<file path="src/design/co2fca_pkg.sv">
// shared types, constants and functions of the co2 frame check and average block
`timescale 1ns / 1ps
`default_nettype none

package co2fca_pkg;

  // largest number of samples per result
  localparam int MAX_SAMPLES = 16;

  // field widths
  localparam int BYTE_W  = 8;
  localparam int WORD_W  = 16;
  localparam int CNT_W   = 5;
  localparam int SUM_W   = WORD_W + $clog2(MAX_SAMPLES);
  localparam int POS_W   = 4;
  localparam int NWORDS  = 3;
  localparam int WIDX_W  = 2;
  localparam int DCNT_W  = $clog2(SUM_W);
  localparam int PROD_W  = 31;
  localparam int TEMP_W  = 15;
  localparam int HUM_W   = 14;
  localparam int CFG_IDX_W = 2;

  // register reset values
  localparam logic [BYTE_W-1:0] CRC_INIT_RST = 8'hFF;
  localparam logic [BYTE_W-1:0] CRC_POLY_RST = 8'h31;
  localparam logic              AVG_MODE_RST = 1'b1;
  localparam logic [CNT_W-1:0]  LIMIT_RST    = 5'd3;

  // configuration register indexes
  typedef enum logic [CFG_IDX_W-1:0] {
    REG_CRC_INIT     = 2'd0,
    REG_CRC_POLY     = 2'd1,
    REG_AVG_MODE     = 2'd2,
    REG_SAMPLE_LIMIT = 2'd3
  } cfg_reg_t;

  // role of a byte inside its word
  typedef enum logic [1:0] {
    KIND_HI  = 2'd0,
    KIND_LO  = 2'd1,
    KIND_CRC = 2'd2
  } byte_kind_t;

  typedef struct packed {
    byte_kind_t          kind;
    logic [WIDX_W-1:0]   word;
  } pos_info_t;

  // controller states
  typedef enum logic [2:0] {
    ST_IDLE = 3'd0,
    ST_STEP = 3'd1,
    ST_DIV  = 3'd2,
    ST_MUL  = 3'd3,
    ST_FIX  = 3'd4,
    ST_PUSH = 3'd5
  } ctrl_state_t;

  // controller to datapath
  typedef struct packed {
    logic latch;
    logic step;
    logic div_step;
    logic mul;
    logic fix;
    logic load;
  } dp_cmd_t;

  // datapath to controller
  typedef struct packed {
    logic emit;
    logic div_done;
    logic out_free;
  } dp_status_t;

  // byte position within the frame to word and byte role
  function automatic pos_info_t pos_decode(input logic [POS_W-1:0] pos);
    pos_info_t pi;
    unique case (pos)
      4'd0:    pi = '{kind: KIND_HI,  word: 2'd0};
      4'd1:    pi = '{kind: KIND_LO,  word: 2'd0};
      4'd2:    pi = '{kind: KIND_CRC, word: 2'd0};
      4'd3:    pi = '{kind: KIND_HI,  word: 2'd1};
      4'd4:    pi = '{kind: KIND_LO,  word: 2'd1};
      4'd5:    pi = '{kind: KIND_CRC, word: 2'd1};
      4'd6:    pi = '{kind: KIND_HI,  word: 2'd2};
      4'd7:    pi = '{kind: KIND_LO,  word: 2'd2};
      default: pi = '{kind: KIND_CRC, word: 2'd2};
    endcase
    return pi;
  endfunction

  // eight msb-first crc shifts of one byte
  function automatic logic [BYTE_W-1:0] crc8_byte(input logic [BYTE_W-1:0] c_in,
                                                  input logic [BYTE_W-1:0] poly);
    logic [BYTE_W-1:0] c;
    c = c_in;
    for (int i = 0; i < BYTE_W; i++) begin
      if (c[BYTE_W-1]) begin
        c = {c[BYTE_W-2:0], 1'b0} ^ poly;
      end else begin
        c = {c[BYTE_W-2:0], 1'b0};
      end
    end
    return c;
  endfunction

endpackage

`default_nettype wire

</file>
<file path="src/design/co2fca_ctrl.sv">
// controller state machine of the co2 frame check and average block
`timescale 1ns / 1ps
`default_nettype none

module co2fca_ctrl
  import co2fca_pkg::*;
(
  input  wire logic       clk,
  input  wire logic       rst_n,
  input  wire logic       in_valid,
  output logic            in_stall,
  input  wire dp_status_t status,
  output dp_cmd_t         cmd
);

  ctrl_state_t state_r, state_nxt;

  always_ff @(posedge clk) begin
    if (!rst_n) begin
      state_r <= ST_IDLE;
    end else begin
      state_r <= state_nxt;
    end
  end

  always_comb begin
    state_nxt = state_r;
    cmd       = '0;
    in_stall  = 1'b1;
    unique case (state_r)
      ST_IDLE: begin
        in_stall  = 1'b0;
        cmd.latch = in_valid;
        if (in_valid) begin
          state_nxt = ST_STEP;
        end
      end
      ST_STEP: begin
        cmd.step  = 1'b1;
        state_nxt = status.emit ? ST_DIV : ST_IDLE;
      end
      ST_DIV: begin
        cmd.div_step = 1'b1;
        if (status.div_done) begin
          state_nxt = ST_MUL;
        end
      end
      ST_MUL: begin
        cmd.mul   = 1'b1;
        state_nxt = ST_FIX;
      end
      ST_FIX: begin
        cmd.fix   = 1'b1;
        state_nxt = ST_PUSH;
      end
      ST_PUSH: begin
        if (status.out_free) begin
          cmd.load  = 1'b1;
          state_nxt = ST_IDLE;
        end
      end
      default: begin
        state_nxt = ST_IDLE;
      end
    endcase
  end

endmodule

`default_nettype wire

</file>
<file path="src/design/co2fca_dp.sv">
// datapath: frame crc check, sample sums, shared divider, scaling and result register
`timescale 1ns / 1ps
`default_nettype none

module co2fca_dp
  import co2fca_pkg::*;
(
  input  wire logic                     clk,
  input  wire logic                     rst_n,
  input  wire logic                     cfg_wr_en,
  input  wire logic [CFG_IDX_W-1:0]     cfg_index,
  input  wire logic [BYTE_W-1:0]        cfg_wdata,
  input  wire logic                     in_func,
  input  wire logic [BYTE_W-1:0]        in_rx_byte,
  input  wire logic                     out_stall,
  output logic                          out_valid,
  output logic [WORD_W-1:0]             out_co2_ppm,
  output logic signed [TEMP_W-1:0]      out_temp_centi,
  output logic [HUM_W-1:0]              out_humid_centi,
  output logic                          out_result_valid,
  output logic [CNT_W-1:0]              out_samples_used,
  input  wire dp_cmd_t                  cmd,
  output dp_status_t                    status
);

  localparam logic [CNT_W-1:0]    MAX_LIM    = CNT_W'(MAX_SAMPLES);
  localparam logic [DCNT_W-1:0]   DIV_LAST   = DCNT_W'(SUM_W - 1);
  localparam logic [WIDX_W-1:0]   WORD_LAST  = WIDX_W'(NWORDS - 1);
  localparam logic [PROD_W-1:0]   TEMP_SPAN  = PROD_W'(17500);
  localparam logic [PROD_W-1:0]   HUM_SPAN   = PROD_W'(10000);
  localparam logic [TEMP_W-1:0]   TEMP_OFFS  = TEMP_W'(4500);
  localparam logic [POS_W-1:0]    POS_LAST   = POS_W'(8);

  // floor(x / 65535) for x below 2^31: quotient by 2^16 is short by at most one
  function automatic logic [WORD_W-1:0] div_ffff(input logic [PROD_W-1:0] x);
    logic [PROD_W-WORD_W-1:0] q0;
    logic [WORD_W:0]          r0;
    q0 = x[PROD_W-1:WORD_W];
    r0 = {1'b0, x[WORD_W-1:0]} + (WORD_W+1)'(q0);
    if (r0 >= (WORD_W+1)'(17'h0FFFF)) begin
      return WORD_W'(q0) + WORD_W'(1);
    end
    return WORD_W'(q0);
  endfunction

  // configuration registers
  logic [BYTE_W-1:0] crc_init_r, crc_poly_r;
  logic              avg_mode_r;
  logic [CNT_W-1:0]  limit_r;

  // input latch
  logic              fn_r, fn_nxt;
  logic [BYTE_W-1:0] byte_r, byte_nxt;

  // frame and run state
  logic [POS_W-1:0]  byte_pos_r, byte_pos_nxt;
  logic [BYTE_W-1:0] crc_run_r, crc_run_nxt;
  logic              frame_ok_r, frame_ok_nxt;
  logic [WORD_W-1:0] word_hold_r [NWORDS];
  logic [WORD_W-1:0] word_hold_nxt [NWORDS];
  logic [SUM_W-1:0]  sums_r [NWORDS];
  logic [SUM_W-1:0]  sums_nxt [NWORDS];
  logic [CNT_W-1:0]  good_r, good_nxt;
  logic [CNT_W-1:0]  tried_r, tried_nxt;

  // divider
  logic [SUM_W-1:0]  op_r [NWORDS];
  logic [SUM_W-1:0]  op_nxt [NWORDS];
  logic [SUM_W-1:0]  num_r, num_nxt;
  logic [CNT_W-1:0]  rem_r, rem_nxt;
  logic [DCNT_W-1:0] dcnt_r, dcnt_nxt;
  logic [WIDX_W-1:0] widx_r, widx_nxt;
  logic [CNT_W-1:0]  n_r, n_nxt;
  logic [WORD_W-1:0] q_r [NWORDS];
  logic [WORD_W-1:0] q_nxt [NWORDS];

  // scaling
  logic [PROD_W-1:0] prod_t_r, prod_t_nxt, prod_h_r, prod_h_nxt;
  logic [TEMP_W-1:0] t_r, t_nxt;
  logic [HUM_W-1:0]  h_r, h_nxt;

  // result register
  logic                     out_valid_r, out_valid_nxt;
  logic [WORD_W-1:0]        co2_r, co2_nxt;
  logic [TEMP_W-1:0]        temp_r, temp_nxt;
  logic [HUM_W-1:0]         hum_r, hum_nxt;
  logic                     rv_r, rv_nxt;
  logic [CNT_W-1:0]         used_r, used_nxt;

  // step scratch
  logic [POS_W-1:0]  pos;
  pos_info_t         pi;
  logic [CNT_W-1:0]  limit;
  logic              sample_end, sample_ok, ok_now, emit;
  logic [CNT_W-1:0]  tried_inc, good_plus, n_new;
  logic [SUM_W-1:0]  sums_plus [NWORDS];
  logic [SUM_W-1:0]  op_new [NWORDS];
  logic [CNT_W:0]    rem_sh;
  logic              ge;

  assign pos   = (byte_pos_r > POS_LAST) ? '0 : byte_pos_r;
  assign pi    = pos_decode(pos);
  assign limit = (limit_r == '0) ? CNT_W'(1) : ((limit_r > MAX_LIM) ? MAX_LIM : limit_r);

  // configuration writes
  always_ff @(posedge clk) begin
    if (!rst_n) begin
      crc_init_r <= CRC_INIT_RST;
      crc_poly_r <= CRC_POLY_RST;
      avg_mode_r <= AVG_MODE_RST;
      limit_r    <= LIMIT_RST;
    end else if (cfg_wr_en) begin
      unique case (cfg_reg_t'(cfg_index))
        REG_CRC_INIT:     crc_init_r <= cfg_wdata;
        REG_CRC_POLY:     crc_poly_r <= cfg_wdata;
        REG_AVG_MODE:     avg_mode_r <= cfg_wdata[0];
        REG_SAMPLE_LIMIT: limit_r    <= cfg_wdata[CNT_W-1:0];
        default:          crc_init_r <= crc_init_r;
      endcase
    end
  end

  always_comb begin
    fn_nxt        = fn_r;
    byte_nxt      = byte_r;
    byte_pos_nxt  = byte_pos_r;
    crc_run_nxt   = crc_run_r;
    frame_ok_nxt  = frame_ok_r;
    word_hold_nxt = word_hold_r;
    sums_nxt      = sums_r;
    good_nxt      = good_r;
    tried_nxt     = tried_r;
    op_nxt        = op_r;
    num_nxt       = num_r;
    rem_nxt       = rem_r;
    dcnt_nxt      = dcnt_r;
    widx_nxt      = widx_r;
    n_nxt         = n_r;
    q_nxt         = q_r;
    prod_t_nxt    = prod_t_r;
    prod_h_nxt    = prod_h_r;
    t_nxt         = t_r;
    h_nxt         = h_r;
    out_valid_nxt = out_valid_r;
    co2_nxt       = co2_r;
    temp_nxt      = temp_r;
    hum_nxt       = hum_r;
    rv_nxt        = rv_r;
    used_nxt      = used_r;

    sample_end = 1'b0;
    sample_ok  = 1'b0;
    ok_now     = frame_ok_r && (crc_run_r == byte_r);
    emit       = 1'b0;
    tried_inc  = tried_r + CNT_W'(1);
    good_plus  = good_r;
    n_new      = '0;
    for (int k = 0; k < NWORDS; k++) begin
      sums_plus[k] = sums_r[k];
      op_new[k]    = '0;
    end

    if (cmd.latch) begin
      fn_nxt   = in_func;
      byte_nxt = in_rx_byte;
    end

    // one frame byte or timeout
    if (cmd.step) begin
      if (fn_r) begin
        byte_pos_nxt = '0;
        crc_run_nxt  = crc_init_r;
        frame_ok_nxt = 1'b1;
        sample_end   = 1'b1;
      end else if (pi.kind != KIND_CRC) begin
        crc_run_nxt  = crc8_byte(((pi.kind == KIND_HI) ? crc_init_r : crc_run_r) ^ byte_r,
                                 crc_poly_r);
        if (pi.kind == KIND_HI) begin
          word_hold_nxt[pi.word] = {byte_r, 8'h00};
        end else begin
          word_hold_nxt[pi.word][BYTE_W-1:0] = byte_r;
        end
        byte_pos_nxt = pos + POS_W'(1);
      end else begin
        crc_run_nxt = crc_init_r;
        if (pos != POS_LAST) begin
          byte_pos_nxt = pos + POS_W'(1);
          frame_ok_nxt = ok_now;
        end else begin
          byte_pos_nxt = '0;
          frame_ok_nxt = 1'b1;
          sample_end   = 1'b1;
          sample_ok    = ok_now;
        end
      end

      if (sample_end) begin
        if (avg_mode_r) begin
          if (sample_ok) begin
            for (int k = 0; k < NWORDS; k++) begin
              sums_plus[k] = sums_r[k] + SUM_W'(word_hold_r[k]);
            end
            good_plus = good_r + CNT_W'(1);
          end
          if (tried_inc >= limit) begin
            emit   = 1'b1;
            op_new = sums_plus;
            n_new  = good_plus;
          end else begin
            sums_nxt  = sums_plus;
            good_nxt  = good_plus;
            tried_nxt = tried_inc;
          end
        end else if (sample_ok) begin
          emit = 1'b1;
          for (int k = 0; k < NWORDS; k++) begin
            op_new[k] = SUM_W'(word_hold_r[k]);
          end
          n_new = CNT_W'(1);
        end else if (tried_inc >= limit) begin
          emit = 1'b1;
        end else begin
          tried_nxt = tried_inc;
        end
      end

      // run ends: clear sums and start the divider on the first word
      if (emit) begin
        for (int k = 0; k < NWORDS; k++) begin
          sums_nxt[k] = '0;
        end
        good_nxt  = '0;
        tried_nxt = '0;
        op_nxt    = op_new;
        num_nxt   = op_new[0];
        rem_nxt   = '0;
        dcnt_nxt  = '0;
        widx_nxt  = '0;
        n_nxt     = n_new;
      end
    end

    // restoring division, one quotient bit per cycle
    rem_sh = {rem_r, num_r[SUM_W-1]};
    ge     = rem_sh >= {1'b0, n_r};
    if (cmd.div_step) begin
      rem_nxt  = ge ? CNT_W'(rem_sh - {1'b0, n_r}) : CNT_W'(rem_sh);
      num_nxt  = {num_r[SUM_W-2:0], ge};
      dcnt_nxt = dcnt_r + DCNT_W'(1);
      if (dcnt_r == DIV_LAST) begin
        q_nxt[widx_r] = num_nxt[WORD_W-1:0];
        dcnt_nxt      = '0;
        rem_nxt       = '0;
        if (widx_r != WORD_LAST) begin
          widx_nxt = widx_r + WIDX_W'(1);
          num_nxt  = op_r[widx_r + WIDX_W'(1)];
        end
      end
    end

    if (cmd.mul) begin
      prod_t_nxt = TEMP_SPAN * PROD_W'(q_r[1]);
      prod_h_nxt = HUM_SPAN * PROD_W'(q_r[2]);
    end

    if (cmd.fix) begin
      t_nxt = TEMP_W'(div_ffff(prod_t_r));
      h_nxt = HUM_W'(div_ffff(prod_h_r));
    end

    // result register
    if (cmd.load) begin
      out_valid_nxt = 1'b1;
      if (n_r == '0) begin
        co2_nxt  = '0;
        temp_nxt = '0;
        hum_nxt  = '0;
        rv_nxt   = 1'b0;
        used_nxt = '0;
      end else begin
        co2_nxt  = q_r[0];
        temp_nxt = t_r - TEMP_OFFS;
        hum_nxt  = h_r;
        rv_nxt   = 1'b1;
        used_nxt = n_r;
      end
    end else if (out_valid_r && !out_stall) begin
      out_valid_nxt = 1'b0;
    end
  end

  // control state
  always_ff @(posedge clk) begin
    if (!rst_n) begin
      byte_pos_r  <= '0;
      crc_run_r   <= CRC_INIT_RST;
      frame_ok_r  <= 1'b1;
      word_hold_r <= '{default: '0};
      sums_r      <= '{default: '0};
      good_r      <= '0;
      tried_r     <= '0;
      out_valid_r <= 1'b0;
    end else begin
      byte_pos_r  <= byte_pos_nxt;
      crc_run_r   <= crc_run_nxt;
      frame_ok_r  <= frame_ok_nxt;
      word_hold_r <= word_hold_nxt;
      sums_r      <= sums_nxt;
      good_r      <= good_nxt;
      tried_r     <= tried_nxt;
      out_valid_r <= out_valid_nxt;
    end
  end

  // payload
  always_ff @(posedge clk) begin
    fn_r     <= fn_nxt;
    byte_r   <= byte_nxt;
    op_r     <= op_nxt;
    num_r    <= num_nxt;
    rem_r    <= rem_nxt;
    dcnt_r   <= dcnt_nxt;
    widx_r   <= widx_nxt;
    n_r      <= n_nxt;
    q_r      <= q_nxt;
    prod_t_r <= prod_t_nxt;
    prod_h_r <= prod_h_nxt;
    t_r      <= t_nxt;
    h_r      <= h_nxt;
    co2_r    <= co2_nxt;
    temp_r   <= temp_nxt;
    hum_r    <= hum_nxt;
    rv_r     <= rv_nxt;
    used_r   <= used_nxt;
  end

  assign status.emit     = emit;
  assign status.div_done = (dcnt_r == DIV_LAST) && (widx_r == WORD_LAST);
  assign status.out_free = !out_valid_r || !out_stall;

  assign out_valid        = out_valid_r;
  assign out_co2_ppm      = co2_r;
  assign out_temp_centi   = $signed(temp_r);
  assign out_humid_centi  = hum_r;
  assign out_result_valid = rv_r;
  assign out_samples_used = used_r;

endmodule

`default_nettype wire

</file>
<file path="src/design/co2_frame_check_average_core.sv">
// top level of the co2 frame check and average block
//
// input channel: one transfer per frame byte (in_func 0, byte on in_rx_byte)
//   or per timeout event (in_func 1), which drops the frame in progress and
//   counts as one failed sample
// a frame is three words of high byte, low byte, crc-8 byte
// result channel: one transfer when a run of samples ends, in first-valid
//   mode at the first good sample or after sample_limit failures, in average
//   mode after sample_limit samples
// cfg port: write index 0 crc_init, 1 crc_poly, 2 avg_mode, 3 sample_limit
// input handling: each input transfer is accepted, then handled in one processing
//   step with a combinational 8-bit crc; the next transfer waits for that step
// result path: a run-ending transfer puts its result on the output register
//   after the shared restoring divider has taken each of the three sums in
//   turn, then the multiply and the /65535 fixup
// no input is taken while a result is being computed
// receiver stall: a finished result waits in the output register; inputs
//   keep flowing until the next result is ready, which then waits for the
//   output register to free up
// reset (synchronous, rst_n low): registers to defaults, frame and run
//   cleared, output channel empty
`timescale 1ns / 1ps
`default_nettype none

module co2_frame_check_average_core
  import co2fca_pkg::*;
(
  input  wire logic                  clk,
  input  wire logic                  rst_n,
  // configuration
  input  wire logic                  cfg_wr_en,
  input  wire logic [CFG_IDX_W-1:0]  cfg_index,
  input  wire logic [BYTE_W-1:0]     cfg_wdata,
  // input channel
  input  wire logic                  in_valid,
  output logic                       in_stall,
  input  wire logic                  in_func,
  input  wire logic [BYTE_W-1:0]     in_rx_byte,
  // result channel
  output logic                       out_valid,
  input  wire logic                  out_stall,
  output logic [WORD_W-1:0]          out_co2_ppm,
  output logic signed [TEMP_W-1:0]   out_temp_centi,
  output logic [HUM_W-1:0]           out_humid_centi,
  output logic                       out_result_valid,
  output logic [CNT_W-1:0]           out_samples_used
);

  // command and status between sequencer and datapath
  dp_cmd_t    cmd;
  dp_status_t status;

  co2fca_ctrl u_ctrl (
    .clk      (clk),
    .rst_n    (rst_n),
    .in_valid (in_valid),
    .in_stall (in_stall),
    .status   (status),
    .cmd      (cmd)
  );

  co2fca_dp u_dp (
    .clk              (clk),
    .rst_n            (rst_n),
    .cfg_wr_en        (cfg_wr_en),
    .cfg_index        (cfg_index),
    .cfg_wdata        (cfg_wdata),
    .in_func          (in_func),
    .in_rx_byte       (in_rx_byte),
    .out_stall        (out_stall),
    .out_valid        (out_valid),
    .out_co2_ppm      (out_co2_ppm),
    .out_temp_centi   (out_temp_centi),
    .out_humid_centi  (out_humid_centi),
    .out_result_valid (out_result_valid),
    .out_samples_used (out_samples_used),
    .cmd              (cmd),
    .status           (status)
  );

endmodule

`default_nettype wire

</file>
<file path="config.mk">
export PLATFORM = sky130hd
export DESIGN_NAME = co2_frame_check_average_core
export DESIGN_NICKNAME = d
export VERILOG_FILES = /design/src/design/co2fca_pkg.sv /design/src/design/co2fca_ctrl.sv /design/src/design/co2fca_dp.sv /design/src/design/co2_frame_check_average_core.sv
export SDC_FILE = /design/constraint.sdc
export NUM_CORES = 1
export LEC_CHECK = 0
export ABC_AREA = 1
export BUFFER_PORTS_ARGS = -buffer_cell sky130_fd_sc_hd__buf_4
export CAP_MARGIN = 20
export CELL_PAD_IN_SITES_DETAIL_PLACEMENT = 0
export CELL_PAD_IN_SITES_GLOBAL_PLACEMENT = 1
export CORE_MARGIN = 2
export CORE_UTILIZATION = 45
export DETAILED_ROUTE_END_ITERATION = 8
export MAX_ROUTING_LAYER = met4
export PLACE_DENSITY = 0.8
export SETUP_SLACK_MARGIN = 0.1
export SLEW_MARGIN = 20
export SYNTH_ARGS = -nofsm -noshare
export SYNTH_HDL_FRONTEND = slang
export SYNTH_SLANG_ARGS = --single-unit
</file>
<file path="constraint.sdc">
create_clock -name clk -period 12.5 [get_ports clk]
set_input_delay 1.25 -clock clk [delete_from_list [all_inputs] [get_ports clk]]
set_output_delay 1.25 -clock clk [all_outputs]
set_load 0.05 [all_outputs]
</file>
==> key figures <==
Worst setup path
  • Crit Path Category: register to register
  • Crit. End Element: register
  • Worst EP arrival: 5860 ps
  • Slowest stage cell, crit path: nor2_1
  • Slowest stage delay, CP: 720 ps
  • Kind of start point of the critical path: register
  • R2R setup slack: 6910 ps
  • Worst EP required: 12760 ps
  • R2r worst-path depth: 17
  • Worst-path fanout max: 67
  • Worst r2r src: u_dp.byte_r[7]
  • Worst setup path start: u_dp.byte_r[7]
  • R2R Path End: u_dp.num_r[15]
  • Critical-path cell list: inv_1 > nor2_1 > nor4_1 > nand2_1 > nor4_1 > nand2_2 > buf_4 > nor2_1 > inv_1 > buf_4 > a21oi_1 > inv_1 > nor2_4 > buf_4 > inv_1 > nand2_1 > buf_4

Floorplanning
  • Die ar.: 65180 µm²
  • Core Box Area: 62740 µm²
  • Chip width: 255.3 µm
  • Num ports: 77
  • Die Y: 255.3 µm
  • Initial Util: 45.30%
  • Rows: 92

STA
  • Hold WS: 472.0 ps
  • Worst relative slew slack: 28.90%
  • F_max: 0.1788 GHz
  • Final hold viol count: 0
  • Final min period: 5594 ps
  • RSZ-0062 raised after global routing: false
  • Slew Limit Fails: 0
  • Clock Skews: 16.11 ps
  • Worst-margin pin slew: 1063 ps
  • Ratio of final minimum period to clock period: 44.75%
  • Endpoints failing setup: 0
  • Setup_tns: 0 ps

Hold path
  • Hold path cells: 2
  • Hold Path Class: register to register
  • Hold Path Sink: u_dp.word_hold_r[12]
  • Min-delay src: u_dp.word_hold_r[12]

Clock network
  • CTS resizes: 0
  • Skew-Pair Late Insertion Delay: 590 ps
  • Reg clk slew, reported paths: 60 ps
  • CTS max path bufs: 3
  • Hold_buf cts: 0
  • Htree depth: 2
  • Root Driver: clkbuf_16
  • Postcts setup bufs: 0
  • CTS tree: built
  • Clk sink count: 446
  • TritonCTS buffer count: 49

Synthesis
  • Asr flop ratio synth: 0%
  • Top FF cell, synth: edfxtp_1
  • XOR/XNOR share of the synthesized area: 4.253%
  • Mapped Cells: 3285
  • Synth top area cells: edfxtp_1 (30%), ha_1 (12%), dfxtp_1 (11%), nand2_1 (7.9%), inv_1 (7.1%)
  • Most common cell in the netlist: nand2_1
  • Sequential area share after synthesis: 41.53%
  • Adder-Cell Fraction of Synth Area: 17.64%
  • Synth Area per Inst: 8.651 µm²
  • Ys Warns: 0
  • Synthesis-stage register bit count: 446
  • Synth Area in Simple Gates: 16.26%
  • Mapped Nets: 3658
  • Share of the synthesized area in the top cell type: 30.32%
  • Mux cell area share after synthesis: 0%
  • Synth top cells by count: nand2_1 (600), inv_1 (540), edfxtp_1 (287)
  • Mapped Area: 28420 µm²
  • Area leader, netlist: edfxtp_1
  • Netlist cell types: 50
  • Largest family of logic cells by synthesized area: adder cells
  • Compound-Gate Fraction of Synth Area: 11.63%
  • Number of synthesized flops with an enable pin: 287

Global routing
  • Total gr overflow: 0
  • Global Route Usage Sum: 21.31%
  • Pin count of the biggest net entering global routing: 68
  • Initial antenna violation count: 0
  • Vias in the first global route: 20600
  • First-pass GRT wire length: 109800 µm

Routing
  • Detailed-route wire length: 67030 µm
  • DR iter-0 viols: 1192
  • Vias post-DR: 21350
  • Avg WL per Cell: 15.86 µm
  • Residual DRC: 0
  • DRT antenna net count: 0
  • Pre-Repair DR Iteration Count: 7
  • Routed vias/inst: 5.051

Layout
  • Nets@finish: 3716
  • Number of inserted diodes: 0
  • Area delta synth->final: 11.14%
  • Fillers: 5929
  • Layout cells sized above 1: 7.071%

Flow run
  • Maxcap violations: 0

Power
  • Pwr/cell area: 121.8 nW/µm²
  • Leak: 14.01 nW
  • Total power draw: 3.847 mW
  • Worst vdd rail ir drop: 0.08560 mV

Placed design
  • PortBufs: 76
  • Post-DP HPWL: 49270 µm
  • RePlAce Congestion: 0.9033

Run status
  • Status: finished clean
[cell usage in the layout (no fill, tap or decap), types with 13 or more instances in the layout]
cell and count:
nand4_1 19, xnor2_1 40, inv_2 13, a211oi_1 30, or2_2 13, edfxtp_1 287
clkbuf_16 49, o211ai_1 17, nor2_1 239, inv_1 540, a21oi_1 251, xor2_1 98
nor3_1 44, ha_1 263, o21ai_0 233, nand3_1 130, nand2_1 599, buf_4 102
nand2_2 14, dfxtp_1 159, fa_1 86
[critical path: cells and delay by family, from the launching register on]
| kind | cells | cell delay [ps] |
|---|---|---|
| buf+inv | 8 | 2380 |
| simple gates | 8 | 2020 |
| flops | 1 | 620 |
| compound gates | 1 | 180 |
[per-layer routing]
layer | part of all wire [%] | vias up | track usage, %
li1 | - | 10950 | -
met1 | 47 | 9922 | 28.19
met2 | 47 | 390 | 35.17
met3 | 4.3 | 81 | 2.292
met4 | 2.1 | 0 | 5.147
met5 | 0 | - | -
[kinds of logic after synthesis]
kind of cell | after synthesis
AO/OA/AOI/OAI | 602
XOR/XNOR | 138
adder cells (fa/ha/maj) | 349
buffers and inverters | 651
flip-flops | 446
AND/OR/NAND/NOR | 1099
[power breakdown]
group	leakage [nW]	internal [mW]	switching (mW)
clock network	0.809	0.918	0.606
logic	9.28	0.205	0.478
registers	3.93	1.60	0.0380
total	14.0	2.73	1.12
[final cells by class]
type	instances	area [µm²]	area share [%]
Clock buffer	61	1291	4.088
Clock inverter	27	372.9	1.180
Inverter	556	2087	6.608
Multi-Input combinational cell	2188	14210	44.98
Sequential cell	446	11800	37.36
Tap cell	846	1059	3.351
Timing Repair Buffer	102	765.7	2.424
[worst max path at each step]
stage          depth (start not counted)             end
2_1_floorplan                         12  u_dp.dcnt_r[0]
3_3_place_gp                          17   u_dp.rem_r[2]
3_5_place_dp                          17  u_dp.num_r[18]
4_1_cts                               17  u_dp.dcnt_r[3]
5_1_grt                               17  u_dp.num_r[18]
6_report                              17  u_dp.num_r[15]
[per-stage QoR]
stage	cell area (µm²)	instances	util (%)	worst slack, ps
floorplan	28420	3285	-	6020
global placement	29920	4138	47.69	6982
detailed placement	29920	4138	47.69	6879
CTS	31580	4226	50.34	6904
global route	31590	4226	50.35	6443
finish	31590	4226	50.35	6906
[sequential cells by signal, summed over array words and instances, names as in the netlist, 14 cells and up]
name                  count
u_dp.q_r                 48
u_dp.out_temp_centi      15
u_dp.op_r                60
u_dp.t_r                 15
u_dp.prod_t_r            29
u_dp.out_co2_ppm         16
u_dp.word_hold_r         48
u_dp.sums_r              60
u_dp.num_r               20
u_dp.h_r                 14
u_dp.prod_h_r            26
u_dp.out_humid_centi     14
Note: power is estimated with default switching activity, not from simulation.
